## config.mk

```make
export PLATFORM = sky130hd
export DESIGN_NAME = gge_back
export DESIGN_NICKNAME = d
export VERILOG_FILES = /design/src/rtl/core/gge_pkg.sv /design/src/rtl/core/gge_back.sv
export SDC_FILE = /design/constraint.sdc
export NUM_CORES = 1
export LEC_CHECK = 0
export ABC_AREA = 1
export BUFFER_PORTS_ARGS = -buffer_cell sky130_fd_sc_hd__buf_2
export CAP_MARGIN = 20
export CORE_UTILIZATION = 44
export CTS_BUF_LIST = sky130_fd_sc_hd__clkbuf_4
export DETAILED_ROUTE_END_ITERATION = 16
export GPL_ROUTABILITY_DRIVEN = 0
export HOLD_SLACK_MARGIN = 0.02
export PLACE_DENSITY = 0.78
export SLEW_MARGIN = 20
export SYNTH_ARGS = -nofsm -noshare
export SYNTH_HDL_FRONTEND = slang
export SYNTH_SLANG_ARGS = --single-unit
```

## constraint.sdc

```tcl
create_clock -name i_clk -period 3.3 [get_ports i_clk]
set_clock_uncertainty 0.15 [all_clocks]
set_input_delay 0.495 -clock i_clk [delete_from_list [all_inputs] [get_ports i_clk]]
set_output_delay 0.495 -clock i_clk [all_outputs]
set_load 0.005 [all_outputs]
```

## src/rtl/core/gge_pkg.sv

```systemverilog
// ----------------------------------------------------------------------------
// Gray gradient edge map: shared types and constants
// Field widths, configuration register indexes, result kinds and the
// entry format passed from the front end to the result sequencer.
// ----------------------------------------------------------------------------
package gge_pkg;

    // Field widths
    localparam int CHAN_W    = 8;
    localparam int PIXEL_W   = 3 * CHAN_W;
    localparam int SUM_W     = 10;
    localparam int LEVEL_W   = 8;
    localparam int ROW_W     = 12;
    localparam int CFG_W     = 12;
    localparam int CFG_IDX_W = 1;
    // Widest column index supported by any line length.
    localparam int COL_MAX_W = 13;

    // Configuration register indexes
    localparam logic [CFG_IDX_W-1:0] CFG_FRAME_WIDTH  = 1'b0;
    localparam logic [CFG_IDX_W-1:0] CFG_FRAME_HEIGHT = 1'b1;

    // Register values after reset
    localparam int RESET_WIDTH  = 640;
    localparam int RESET_HEIGHT = 480;

    // Division by three: floor(s / 3) == (s * 683) >> 11 for s <= 765.
    localparam int GRAY_RECIP   = 683;
    localparam int GRAY_SHIFT   = 11;
    localparam int GRAY_PROD_W  = 2 * SUM_W;

    // Largest level value, also the clamp for the gradient sum.
    localparam logic [LEVEL_W-1:0] LEVEL_MAX = 8'd255;

    // Which results one pixel causes.
    typedef enum logic [1:0] {
        KIND_NONE  = 2'd0,  // first row: nothing yet
        KIND_SELF  = 2'd1,  // one-row frame: own gray value
        KIND_ABOVE = 2'd2,  // pixel of the row above
        KIND_BOTH  = 2'd3   // last row: pixel above, then itself
    } t_kind;

    // One classified pixel on its way to the result sequencer.
    typedef struct packed {
        logic [COL_MAX_W-1:0] col;
        logic [ROW_W-1:0]     row;
        logic [LEVEL_W-1:0]   above_level;
        logic [LEVEL_W-1:0]   gray;
        t_kind                kind;
    } t_entry;

endpackage

```

## src/rtl/core/gge_back.sv

```systemverilog
// ----------------------------------------------------------------------------
// Gray gradient edge map: result sequencer
// Takes queue entries into an output register and emits one or two
// results per entry.
// ----------------------------------------------------------------------------
module gge_back #(
    parameter int CW = 11
) (
    input  logic                          i_clk,
    input  logic                          i_rst_n,
    input  logic                          i_q_valid,
    input  gge_pkg::t_entry               i_q_entry,
    output logic                          o_pop,
    output logic                          o_res_valid,
    input  logic                          i_res_ready,
    output logic [CW-1:0]                 o_res_col,
    output logic [gge_pkg::ROW_W-1:0]     o_res_row,
    output logic [gge_pkg::LEVEL_W-1:0]   o_res_level,
    output logic                          o_res_last
);
    import gge_pkg::*;

    logic   r_valid;
    logic   r_second;
    t_entry r_entry;
    logic   transfer;
    logic   finishing;
    logic   show_above;

    assign transfer  = r_valid && i_res_ready;
    // The entry is done after this transfer unless a second result follows.
    assign finishing = (r_entry.kind != KIND_BOTH) || r_second;
    assign o_pop     = i_q_valid && (!r_valid || (transfer && finishing));

    always_ff @(posedge i_clk) begin
        if (!i_rst_n) begin
            r_valid  <= 1'b0;
            r_second <= 1'b0;
        end else if (o_pop) begin
            r_valid  <= 1'b1;
            r_second <= 1'b0;
        end else if (transfer) begin
            if (finishing) begin
                r_valid <= 1'b0;
            end else begin
                r_second <= 1'b1;
            end
        end
    end

    always_ff @(posedge i_clk) begin
        if (o_pop) begin
            r_entry <= i_q_entry;
        end
    end

    // Result selection: the pixel above first, then the pixel itself
    assign show_above = (r_entry.kind == KIND_ABOVE)
                     || ((r_entry.kind == KIND_BOTH) && !r_second);

    assign o_res_valid = r_valid;
    assign o_res_col   = CW'(r_entry.col);
    assign o_res_row   = show_above ? r_entry.row - 1'b1 : r_entry.row;
    assign o_res_level = show_above ? r_entry.above_level : r_entry.gray;
    assign o_res_last  = finishing;

endmodule

```

=== After elaboration in Yosys (flattened, before gate mapping) ===
Cells that the tools add are included.

* Flip-flop bits (word level): 43
* Input port bits: 47
* Output and inout bits: 34
* Word-level logic and storage cells: 32

* Add/sub/neg operators: 1
* Eq/ne operators: 3
* Muxes and demuxes: 5
* Bitwise logic cells: 2
* Reduce and logical (&&, ||, !) cells: 14

{| class="wikitable"
|+ Operators with widths
! kind !! number
|-
| 12-bit two-way mux || 1
|-
| 12-bit by 1-bit subtractor with 12-bit output (second input constant) || 1
|-
| 8-bit two-way mux || 1
|-
| 2-bit equality test (second input constant) || 2
|-
| 1-bit logical AND || 4
|-
| 2-bit AND reduction || 2
|-
| 2-bit nonzero test || 2
|-
| 1-bit logical OR || 3
|-
| 1-bit two-way mux || 3
|-
| 1-bit logical NOT || 2
|-
| 2-bit inequality test (second input constant) || 1
|-
| 1-bit NOT || 2
|-
| 2-bit OR reduction || 1
|}

=== Logic depth before layout (Yosys ltp) ===
* Word-level depth: 7
* Mapped depth: 7

=== Worst setup path before layout ===
OpenSTA, ideal clock, no wires.

* Path kind: reg2out
* Start: register r_entry[1] (netlist name)
* End: output port o_pop
* Arrival time: 2773 ps
* Data required time: 2655 ps
* Path slack: -118 ps
* Cell stages (with the launch flop): 4
* Path through: edfxtp_1 nand3_1 nand2_1 a21oi_1

* Cells in the longest elaborated chain, start to end: 5

{| class="wikitable"
|+ RTL lines
! what !! line !! source
|-
| start, declared || gge_back.sv:25 || <nowiki>t_entry r_entry;</nowiki>
|-
| start signal, assigned || gge_back.sv:53 || <nowiki>r_entry <= i_q_entry;</nowiki>
|-
| 2-bit inequality test || gge_back.sv:32 || <nowiki>assign finishing = (r_entry.kind != KIND_BOTH) || r_second;</nowiki>
|-
| 1-bit logical OR || gge_back.sv:32 ||
|-
| named net o_res_last || gge_back.sv:19 || <nowiki>output logic o_res_last</nowiki>
|-
| 1-bit logical AND || gge_back.sv:33 || <nowiki>assign o_pop = i_q_valid && (!r_valid || (transfer && finishing));</nowiki>
|-
| 1-bit logical OR || gge_back.sv:33 ||
|-
| 1-bit logical AND || gge_back.sv:33 ||
|-
| end, declared || gge_back.sv:13 || <nowiki>output logic o_pop,</nowiki>
|}

The timed path passes the listed nets, and every way through them passes these cells.

=== Worst setup path after layout ===
* Start: register r_entry[1] (netlist name)
* End: output port o_pop

* Cells in the longest elaborated chain, start to end: 5

{| class="wikitable"
|+ RTL lines
! what !! line
|-
| 2-bit inequality test || gge_back.sv:32
|-
| 1-bit logical OR || gge_back.sv:32
|-
| 1-bit logical AND || gge_back.sv:33
|-
| 1-bit logical OR || gge_back.sv:33
|-
| 1-bit logical AND || gge_back.sv:33
|}

Every way passes these cells.

==> metrics <==
status finished clean; via count between 1000 and 1500; Critical Path End Type output pin; CTS tree built; GR Layer Usage met2 between 20 and 30%; latest clock arrival within the worst-skew pair ~0.35 ns; Final min period around 2.3 ns; Hold Path Sink o_res_col[0]; vias in the first global route ~1200; n_diodes 0; met1 Track Usage GR ~14%; commonest non-fill, non-tap cells in the layout buf_2, nand2_1, edfxtp_1, inv_1; mapped cell area 1830 sq um; Max Slew Vio Count 0; layout cell share with drive strength beyond 1 42.1%; Max-Cap Viols 0; R2R cell count 4; maximum level of the CTS H-tree 2; Post-Syn Nets 205; Layout Nets 280; clk sinks between 40 and 50; TNS Setup 0 ns; RSZ-0062 raised after global routing no; cts hold-fix bufs 0; Syn. warnings 0; RR Startpoint r_entry[1]; library cells used by synthesis 20; Iter 0 DRT Violations 45; CTS clk-pin slew, worst paths 0.13 ns; die width between 60 and 70 um; CTS root buf clkbuf_4; antenna violations before repair 0; Worst Tran Pin Value 0.290 ns; # Post-CTS Setup Buffers 0; type of origin of the critical path register; PostCTS Resize Cnt 0; Fmax around 0.44 GHz; Post-DRT Antenna Nets 0; Mapped Cells 157; DRC errors left 0; Cell Pwr Density ~500 nW/um^2; crit-path max FO 20; Reg2Reg Capture Point r_entry[21]; Row Count 23; Final Hold Viols 0; post-synthesis sequential area ratio 69.4%; IO Count 81; Arr. time, crit path ~1.6 ns; setup slack, reg-to-reg 1.68 ns; CTS max path bufs 2; Initial Utilization a little under half; Total Power 1.17 mW; largest net degree at the start of global routing 24; GR Overflow Total 0; GRT busiest layer met2; Worst Setup Path Type register to output pin; Synth-to-Final Area Change 27.0%; Port Buffers 78; Final setup viols 0; Total GRT Usage 15.0%; worst hold path type primary input to register; first-pass GRT wire length 4.73 mm; final WL 3.02 mm; Avg Synthesized Cell Area 11.7 sq um; Slew headroom between 80% and 90%; hold_sp i_q_entry[30]; floorplan die height 66.5 um; VDD IR max 398 uV; Critical Path RT between 2 and 3 ns; final worst path period share approximately 70%; Wirelength per Cell ~11 um; Leakage 1.07 nW; GR Layer Usage met3 under 10%; die area 4420 sq um; Num CTS Buffers 5; commonest non-fill, non-tap cell in the layout buf_2; DRT Pass-1 Iters 4; HPWL after DPL roughly 2.4 mm; Seq cells post-synth 43; Core Area roughly 4000 sq um; Vias/cell around 4.5; hold depth 1
per-layer routing:
metal / vias up / routed length [um]
li1: 661 / -
met1: 559 / 1120
met2: 47 / 1590
met3: 7 / 248
met4: 0 / 59
met5: - / 0
through the flow:
| stage | setup WS (ns) | area, sq um | std cells | utilization [%] | hold WS [ns] |
|---|---|---|---|---|---|
| final | 1.02 | 2320 | 283 | 58.1 | 0.162 |
| after global routing | 0.876 | 2320 | 283 | 58.1 | 0.137 |
| after CTS | 0.984 | 2320 | 283 | 58.1 | 0.141 |
| after detailed placement | 1.39 | 2220 | 275 | 55.5 | 0.396 |
| after global placement | 1.40 | 2220 | 275 | 55.5 | 0.376 |
| after floorplan | 0.711 | 1830 | 157 | - | 0.352 |
state kept, by name (all words and copies together) (netlist names):
| register | flops |
|---|---|
| r_second | 1 |
| o_res_valid | 1 |
| r_entry | 30 |
| o_res_col | 11 |
Yosys cell counts:
cell      number  area [sq um]
nand4_1        4          25.0
a21boi_0       1          7.51
xor2_1         3          26.3
nor2_2         1          6.26
nand2_4        1          11.3
a21oi_1        1          5.00
nand2_1       53           199
dfxtp_1        2          40.0
o21ai_1        2          10.0
xnor2_1        1          8.76
inv_2          3          11.3
nand2_2        2          12.5
inv_1         12          45.0
o21ai_0        1          5.00
ha_1           1          12.5
edfxtp_1      41          1230
buf_4         12          90.1
nor2_1         7          26.3
nand3_1        7          35.0
nor2_4         2          22.5
report_power, final:
part,leakage [nW],switching [mW],internal (mW)
clock network,0.0514,0.163,0.236
registers,0.412,0.0127,0.636
logic,0.605,0.0639,0.0552
final cells by class:
type,instances,area [sq um]
fill,351,1680
sequential,43,1270
multi-input combinational,87,424
timing repair buffer,80,405
clock inverter,3,67.6
tap,50,62.6
inverter,15,56.3
clock buffer,5,37.5
worst max path at each step:
stage / cells past startpoint / startpoint / slack [ns] / to
floorplan: 3 / r_entry[1] / 0.71 / o_pop
global placement: 5 / i_res_ready / 1.40 / o_pop
detailed placement: 5 / i_res_ready / 1.39 / o_pop
CTS: 5 / r_entry[1] / 0.98 / o_pop
global route: 8 / r_entry[19] / 0.88 / o_res_row[6]
finish: 5 / r_entry[1] / 1.02 / o_pop
cells by family after synthesis:
| kind of cell | share of synthesized area (%) |
|---|---|
| compound gates | 1.50 |
| buf+inv | 8.00 |
| fa+ha+maj | 0.683 |
| flops | 69.4 |
| xor+xnor | 1.91 |
| simple gates | 18.5 |
critical path, stage by stage, from the launching register on:
cell and delay (ns):
edfxtp_1 0.45, nand3_1 0.15, nand2_1 0.11, a21oi_4 0.13
buf_4 0.27, buf_2 0.16
(Power assumes the default switching activity.)
