--- src/rtl/core/gge_pkg.sv ---
// ----------------------------------------------------------------------------
// Gray gradient edge map: shared types and constants
// Field widths, configuration register indexes, result kinds and the
// entry format passed from the front end to the result sequencer.
// ----------------------------------------------------------------------------
package gge_pkg;

    // Field widths
    localparam int CHAN_W    = 8;
    localparam int PIXEL_W   = 3 * CHAN_W;
    localparam int SUM_W     = 10;
    localparam int LEVEL_W   = 8;
    localparam int ROW_W     = 12;
    localparam int CFG_W     = 12;
    localparam int CFG_IDX_W = 1;
    // Widest column index supported by any line length.
    localparam int COL_MAX_W = 13;

    // Configuration register indexes
    localparam logic [CFG_IDX_W-1:0] CFG_FRAME_WIDTH  = 1'b0;
    localparam logic [CFG_IDX_W-1:0] CFG_FRAME_HEIGHT = 1'b1;

    // Register values after reset
    localparam int RESET_WIDTH  = 640;
    localparam int RESET_HEIGHT = 480;

    // Division by three: floor(s / 3) == (s * 683) >> 11 for s <= 765.
    localparam int GRAY_RECIP   = 683;
    localparam int GRAY_SHIFT   = 11;
    localparam int GRAY_PROD_W  = 2 * SUM_W;

    // Largest level value, also the clamp for the gradient sum.
    localparam logic [LEVEL_W-1:0] LEVEL_MAX = 8'd255;

    // Which results one pixel causes.
    typedef enum logic [1:0] {
        KIND_NONE  = 2'd0,  // first row: nothing yet
        KIND_SELF  = 2'd1,  // one-row frame: own gray value
        KIND_ABOVE = 2'd2,  // pixel of the row above
        KIND_BOTH  = 2'd3   // last row: pixel above, then itself
    } t_kind;

    // One classified pixel on its way to the result sequencer.
    typedef struct packed {
        logic [COL_MAX_W-1:0] col;
        logic [ROW_W-1:0]     row;
        logic [LEVEL_W-1:0]   above_level;
        logic [LEVEL_W-1:0]   gray;
        t_kind                kind;
    } t_entry;

endpackage

--- src/rtl/core/gge_queue.sv ---
// ----------------------------------------------------------------------------
// Gray gradient edge map: entry queue
// Four-entry queue between the front end and the result sequencer.
// ----------------------------------------------------------------------------
module gge_queue (
    input  logic            i_clk,
    input  logic            i_rst_n,
    input  logic            i_push,
    input  gge_pkg::t_entry i_entry,
    output logic            o_full,
    input  logic            i_pop,
    output logic            o_valid,
    output gge_pkg::t_entry o_entry
);
    import gge_pkg::*;

    localparam int DEPTH = 4;
    localparam int PW    = $clog2(DEPTH);

    t_entry          r_slot [DEPTH];
    logic [PW-1:0]   r_wr_ptr;
    logic [PW-1:0]   r_rd_ptr;
    logic [PW:0]     r_count;

    assign o_full  = (r_count == (PW + 1)'(DEPTH));
    assign o_valid = (r_count != '0);
    assign o_entry = r_slot[r_rd_ptr];

    // Storage
    always_ff @(posedge i_clk) begin
        if (i_push) begin
            r_slot[r_wr_ptr] <= i_entry;
        end
    end

    // Pointers and fill level
    always_ff @(posedge i_clk) begin
        if (!i_rst_n) begin
            r_wr_ptr <= '0;
            r_rd_ptr <= '0;
            r_count  <= '0;
        end else begin
            if (i_push) begin
                r_wr_ptr <= r_wr_ptr + 1'b1;
            end
            if (i_pop) begin
                r_rd_ptr <= r_rd_ptr + 1'b1;
            end
            if (i_push && !i_pop) begin
                r_count <= r_count + 1'b1;
            end else if (i_pop && !i_push) begin
                r_count <= r_count - 1'b1;
            end
        end
    end

endmodule

--- config.mk ---
export PLATFORM = sky130hd
export DESIGN_NAME = gge_queue
export DESIGN_NICKNAME = d
export VERILOG_FILES = /design/src/rtl/core/gge_pkg.sv /design/src/rtl/core/gge_queue.sv
export SDC_FILE = /design/constraint.sdc
export NUM_CORES = 1
export LEC_CHECK = 0
export ABC_AREA = 1
export BUFFER_PORTS_ARGS = -buffer_cell sky130_fd_sc_hd__buf_4
export CAP_MARGIN = 15
export CORE_UTILIZATION = 23
export CTS_BUF_LIST = sky130_fd_sc_hd__clkbuf_4 sky130_fd_sc_hd__clkbuf_8
export DETAILED_ROUTE_END_ITERATION = 7
export HOLD_SLACK_MARGIN = 0.12
export PLACE_DENSITY = 0.43
export SETUP_SLACK_MARGIN = 0.5
export SLEW_MARGIN = 10
export SYNTH_ARGS = -nofsm -noshare
export SYNTH_HDL_FRONTEND = slang
export SYNTH_SLANG_ARGS = --single-unit
--- constraint.sdc ---
create_clock -name i_clk -period 1.9 [get_ports i_clk]
set_clock_uncertainty 0.05 [all_clocks]
set_input_delay 0.19 -clock i_clk [delete_from_list [all_inputs] [get_ports i_clk]]
set_output_delay 0.19 -clock i_clk [all_outputs]
set_load 0.01 [all_outputs]
# Yosys cells after proc, flatten, opt, wreduce, memory -nomap -nowiden
# Memories as Yosys holds them, arrays and structs flattened. A register that Yosys moved wholly into a read port is not among the register bits.
# Index checks and enable logic that the tools add are counted.
# Widths: inputs -> output; s select.
word_totals:
  reg_bits: 7
  wordCells: 21
  rom_bits: 0
  latch_bits: 0
  n_memories: 1
  ram_bits: 172
  output_inout_bits: 45
  input_bits: 47
classes:
  bitwise: 0
  muxes: 6
  shifts: 0
  eq_ne: 1
  magnitude_cmp: 0
  mul: 0
  div_mod_pow: 0
  addsub: 4
  n_reduce_logical: 6
memory_table:
  columns: ["memory", "words", "word_bits", "read_ports", "rd_ports_with_merged_regs", "wr", "line", "source"]
  rows:
  - ["r_slot", 4, 43, 1, 1, 1, "gge_queue.sv:20", "t_entry r_slot [DEPTH];"]
ops:
  columns: ["cell", "n"]
  rows:
  - ["$mux 3", 2]
  - ["$add 2x1->2 const B", 2]
  - ["$mux 2", 2]
  - ["$add 3x1->3 const B", 1]
  - ["$eq 3x3->1 const B", 1]
  - ["$reduce_bool 3->1", 1]
  - ["$sub 3x1->3 const B", 1]
  - ["$logic_and 1x1->1", 2]
  - ["$logic_not 1->1", 2]
  - ["$mux 1", 2]
  - ["$reduce_bool 2->1", 1]

# Longest topological paths before layout
# Gate-level depths: netlist of the first run.
depth:
  word_depth: 4
  mapped_depth: 10
  depth_no_buf: 10

# Least setup slack after synthesis of the first run
# OpenSTA, ideal clock, no wires.
synth_path:
  path_type: "flip-flop to flip-flop"
  from: "register r_wr_ptr[0]"
  to: "memory r_slot[2][0] (netlist bit) (enable)"
  setup_time_ns: 0.397
  path_stages_with_launch: 5
  slack_ns: 0.021
  path_buffers: 0
  required_ns: 1.453
  arrival_time_ns: 1.432
  cell_sequence: "dfxtp_1 inv_1 ha_1 nand2_1 inv_1"
synth_lines:
  columns: ["item", "line", "source"]
  rows:
  - ["from (decl)", "gge_queue.sv:21", "logic [PW-1:0] r_wr_ptr;"]
  - ["from (signal assigned)", "gge_queue.sv:44", "r_wr_ptr <= r_wr_ptr + 1'b1;"]
  - ["to (decl)", "gge_queue.sv:20", null]
# No word-level cell before the write port.

==> impl_metrics.json, run 1 <==
{
  "outcome": "finished, violations left",
  "violations": "negative setup slack",
  "grt_start_max_net_pins": 51,
  "cp-end-kind": "output port",
  "syn_area_um2": 6800,
  "crit_fanout": 12,
  "drt_iter0_drc": 209,
  "syn_inst": 474,
  "ys_ff_latch": 181,
  "first_global_vias": 4333,
  "postRouteAntennaNets": 0,
  "r2r-start": "r_wr_ptr[0]$_SDFFE_PN0P_",
  "rows": 62,
  "port_buffers": 91,
  "start_util_pct": 23.6,
  "final_nets": 691,
  "finalSetupViolCount": 2,
  "syn_area_per_cell_um2": 14.3,
  "preCtsSetupSlack_ps": 323,
  "final.min_clock_period_ps": 1920,
  "clockPowerShare_pct": 30.9,
  "tritoncts": "done",
  "die_x_um": 174,
  "fin_util_pct": 32.9,
  "gp_congestion": 0.658,
  "relSlewSlack_pct": 83.6,
  "worstSetupPathType": "reg -> out",
  "clockBufferDepth": 2,
  "cts_root_buf": "clkbuf_8",
  "grt_pass1_wl_mm": 24.8,
  "drive_gt1_share_pct": 31.6,
  "reg2reg_to": "r_slot[3][6]$_DFFE_PP_",
  "whs_endpoint": "r_count[1]$_SDFFE_PN0P_",
  "ioPinCount": 92,
  "worst_ep_arrival_time_ps": 1680,
  "timing.final.crit_share_pct": 101,
  "p_switching_mw": 2.25,
  "maxCapViolations": 0,
  "ir_worst_vdd_mv": 0.338,
  "antenna_found_initial": 1,
  "overflow": 0,
  "most-common-layout-cells": "172 x edfxtp_1, 94 x buf_4, 88 x nor2_1",
  "p_seq_share_pct": 54.3,
  "hold_viol": 0,
  "p_leak_nw": 3.33,
  "cp.required_ps": 1660,
  "p_int_mw": 6.24,
  "rsz0062_at_grt": "true",
  "synth_top_area_share_pct": 76.0,
  "area_growth_pct": 39.7,
  "core_area_um2": 28900,
  "hp-class": "in -> reg",
  "fin_ws_ps": -16.3,
  "min_delay_path_depth": 5,
  "clock-sinks": 181,
  "die_h_um": 174,
  "ys_types": 19,
  "yosys.area.top_type": "edfxtp_1",
  "clk_pin_slew_worst_paths_ps": 110,
  "layout.cells.most_common": "edfxtp_1",
  "drc_errors": 0,
  "powerDensity_nw_per_um2": 894,
  "viasPerCell": 4.23,
  "wirelength_mm": 18.3,
  "p_sw_share_pct": 26.5,
  "h-tree-depth": 4,
  "syn_nets": 527,
  "final_max_slew_viol_count": 0,
  "reg2reg_depth": 5,
  "min_from": "i_pop",
  "dieArea_um2": 30300,
  "crit_path_start_kind": "register",
  "r2r_slack_ps": 500,
  "dp_hpwl_mm": 9.54,
  "worst_slew_pin_slew_ps": 244,
  "vias": 4386,
  "cts_made_buffers": 17,
  "synth_warnings": 0,
  "nFillCells": 2862,
  "insertion_delay_ps": 440,
  "ys_seq_area_share_pct": 78.6,
  "synth_area_leaders": "edfxtp_1 76%, o21ai_0 6.3%, nor2_1 5.1%",
  "combPwrFrac_pct": 14.9,
  "wire_per_inst_um": 17.6,
  "grt.total_usage_pct": 11.1,
  "first_pass_iters": 4,
  "fmax_mhz": 522,
  "whs_ps": 208
}
==> cell usage after synthesis <==
library cell and n:
buf_4 5, nor2_1 92, ha_1 5, dfxtp_1 9, nand2_1 10, a21oi_1 4, o21ai_1 7, nand3_1 1
clkbuf_1 11, o21ai_0 85, o22ai_1 43, edfxtp_1 172, nor3_1 1, buf_6 5, buf_2 5, nand4_1 1
inv_2 2, inv_1 15, fa_1 1
==> power by group through the flow <==
stage | clock (mW) | sequential [mW] | combinational, mW
finish | 2.62 | 4.61 | 1.26
CTS | 2.72 | 4.60 | 1.11
detailed placement | 0 | 4.68 | 1.01
floorplan | 0 | 4.68 | 0.465
global placement | 0 | 4.68 | 0.994
global route | 2.86 | 4.62 | 1.37
==> critical path: stages (launching register included) <==
cell	delay [ps]
dfxtp_4	460
buf_12	140
clkbuf_16	170
o21ai_0	110
o22ai_2	190
buf_4	150
==> how the worst max path moves through the flow <==
stage,start,to,slack (ps),cells after the start
3_5_place_dp,register,o_entry[4],320,4
5_1_grt,register,o_entry[5],-120,5
6_report,register,o_entry[5],-20,5
2_1_floorplan,r_wr_ptr[0]$_SDFFE_PN0P_,r_slot[0][0]$_DFFE_PP_,250,4
3_3_place_gp,register,o_entry[4],340,4
4_1_cts,register,o_entry[32],-80,4
==> state kept, by name, indices dropped and copies added, names as in the netlist, named ones only <==
register,cells
r_rd_ptr,2
r_slot,172
r_wr_ptr,2
r_count,3
==> per-layer routing <==
| metal | wire length, um | vias up | track usage [%] |
|---|---|---|---|
| met5 | 0 | - | 0 |
| met4 | 140 | 0 | 3.18 |
| met3 | 602 | 9 | 2.54 |
| met2 | 9210 | 89 | 18.9 |
| met1 | 8320 | 2193 | 14.1 |
| li1 | - | 2095 | - |
==> kinds of logic (layout without fill, tap and decap cells) <==
logic type               count (synthesis)  in the layout  synth area share (%)
AND/OR/NAND/NOR                        105            105                  5.87
flip-flops                             181            181                  78.6
adder cells (fa/ha/maj)                  6              6                  1.21
other                                    0              1                     0
buffers and inverters                   43            220                  3.29
AO/OA/AOI/OAI                          139            139                  11.0
==> area by class of cell <==
| class | instances | area (um2) | area share (%) |
|---|---|---|---|
| antenna | 1 | 2.50 | 0.0263 |
| clock buffer | 17 | 234 | 2.46 |
| clock inverter | 15 | 164 | 1.73 |
| inverter | 17 | 93.8 | 0.988 |
| multi-input combinational | 250 | 1400 | 14.8 |
| sequential | 181 | 5360 | 56.4 |
| tap | 384 | 480 | 5.06 |
| timing repair buffer | 171 | 1760 | 18.5 |
==> repair_timing <==
item	CTS	global route
hold buffers	46	2
setup buffers	0	5
pin swaps	0	8
gates resized for setup	19	72
cloned	0	11
setup endpoints to repair	45	83
hold endpoints to repair	181	4
==> metrics by stage <==
stage          power [mW]  cells  instance area [um2]  setup TNS (ps)
2_1_floorplan        5.14    474                 6840               0
5_1_grt              8.86   1035                 9500           -3480
4_1_cts              8.42   1018                 8990            -413
6_report             8.49   1036                 9500           -22.0
3_5_place_dp         5.69    940                 8090               0
3_3_place_gp         5.67    940                 8090               0
Power figures use the tool's default switching activity.
==> run 2: changes to the inputs <==
--- a/config.mk
+++ b/config.mk
@@ -18,3 +18,4 @@
 export SYNTH_ARGS = -nofsm -noshare
 export SYNTH_HDL_FRONTEND = slang
 export SYNTH_SLANG_ARGS = --single-unit
+export TNS_END_PERCENT = 10
==> run 2 against run 1 <==
  * The run now ends clean
  * Non-clock buffer count fell by 6
  * Via count rose by 1.3%
  * Combinational power barely moved
  * Clock-buffer cell count rose by 1
  * Clock power rose by 3%
  * Maximum frequency rose by 1.1%
  * Setup slack improved by 21 ps
  * Wire length rose by 7.2%
  * Flip-flop and latch count did not move
  * Global-route usage rose by 1.4 points
  * Highest routed layer unchanged
==> impl_metrics.json, run 2 (synthesis results as in run 1) <==
{
  "grt_pass1_wl_mm": 27.8,
  "maxCapViolations": 0,
  "regMostFlops": "r_slot",
  "clockBufferDepth": 2,
  "area_growth_pct": 38.5,
  "drt_iter0_drc": 229,
  "rows": 62,
  "powerDensity_nw_per_um2": 912,
  "cp-end-kind": "output port",
  "timing.final.crit_share_pct": 99.8,
  "worst_ep_arrival_time_ps": 1660,
  "cts_made_buffers": 17,
  "dp_hpwl_mm": 9.54,
  "wire_per_inst_um": 19.0,
  "viasPerCell": 4.31,
  "cp.required_ps": 1660,
  "hp-class": "in -> reg",
  "tritoncts": "done",
  "relSlewSlack_pct": 81.8,
  "rsz0062_at_grt": "true",
  "cts_root_buf": "clkbuf_8",
  "ioPinCount": 92,
  "crit_fanout": 22,
  "postRouteAntennaNets": 0,
  "final.min_clock_period_ps": 1900,
  "die_h_um": 174,
  "vias": 4443,
  "hold_viol": 0,
  "whs_ps": 122,
  "die_x_um": 174,
  "tns_ps": 0,
  "finalSetupViolCount": 0,
  "gp_congestion": 0.663,
  "outcome": "finished clean",
  "grt_start_max_net_pins": 44,
  "top_regs": "r_slot: 172 flops, r_count: 3 flops",
  "h-tree-depth": 4,
  "wirelength_mm": 19.6,
  "ir_worst_vdd_mv": 0.445,
  "fmax_mhz": 528,
  "start_util_pct": 23.6,
  "layout.cells.most_common": "edfxtp_1",
  "clk_pin_slew_worst_paths_ps": 80,
  "placed_cells": 937,
  "first_global_vias": 4574,
  "insertion_delay_ps": 450,
  "drive_gt1_share_pct": 29.8,
  "antenna_found_initial": 1,
  "instances_no_fill": 1030,
  "worst_slew_pin_slew_ps": 274,
  "grt.total_usage_pct": 12.5,
  "dieArea_um2": 30300,
  "largest_reg_flops": 172,
  "overflow": 0,
  "final_max_slew_viol_count": 0,
  "final_nets": 685,
  "core_area_um2": 28900,
  "most-common-layout-cells": "172 x edfxtp_1, 93 x buf_4, 91 x nor2_1",
  "worstSetupPathType": "reg -> out",
  "p_leak_nw": 3.30,
  "clock-sinks": 181,
  "port_buffers": 91,
  "first_pass_iters": 4,
  "fin_util_pct": 32.6,
  "crit_path_start_kind": "register",
  "drc_errors": 0
}
run 2: changes by cell type in the layout (fill, tap and decap cells not counted), sizes merged:
cell	previous run	this run
inv	20	16
clkbuf	25	22
clkinvlp	6	5
bufinv	1	3
clkinv	5	7
dlygate4sd3	46	44
run 2: timing repair:
| action | in CTS | in global routing |
|---|---|---|
| hold buffers | 46 | 0 |
| hold endpoints to repair | 181 | 0 |
| endpoints found under the setup margin | 101 | 86 |
| cloned | 7 | 4 |
| pin swaps | 7 | 4 |
| setup buffers | 3 | 0 |
| gates resized for setup | 46 | 39 |
run 2: worst paths after layout:
check                      startpoint                       to  slack [ps]  depth (start not counted)
max                          register              o_entry[20]           5                          5
min reg2reg  r_rd_ptr[1]$_SDFFE_PN0P_                 register         420                          1
max reg2reg  r_wr_ptr[1]$_SDFFE_PN0P_  r_slot[1][40]$_DFFE_PP_         560                          5
min                             i_pop                 register         120                          5
run 2: critical path, stage by stage, from the launching register on:
cell and delay (ps):
dfxtp_4 410, clkinv_4 130, buf_16 200, o21ai_0 170, o22ai_1 140, buf_4 170
run 2: metrics by stage:
stage | cell area, um2 | power (mW) | worst slack [ps]
6_report | 9420 | 8.59 | 4.64
5_1_grt | 9420 | 8.95 | -70.2
4_1_cts | 9260 | 8.64 | -29.5
3_5_place_dp | 8050 | 5.68 | 342
3_3_place_gp | 8050 | 5.65 | 348
2_1_floorplan | 6830 | 5.14 | 251
run 2: per-layer routing:
layer	GRT usage, %	part of all wire [%]
met1	16.4	46
met2	21.1	50
met3	2.60	3.4
met4	3.29	0.63
met5	0	0
run 2: cell type report:
type	instances	area, um2
well taps	384	480
multi-input cells	250	1360
diodes	1	2.50
clock inverters	14	173
fillers	2866	19400
repair buffers	165	1720
flip-flops and latches	181	5360
clock buffers	18	241
inverters	17	83.8
run 2: power by group:
part,internal (mW),leakage (nW),switching [mW],total (mW)
logic,0.594,1.44,0.692,1.29
registers,4.55,1.66,0.0551,4.60
clock network,1.33,0.209,1.38,2.71
total,6.47,3.30,2.12,8.59
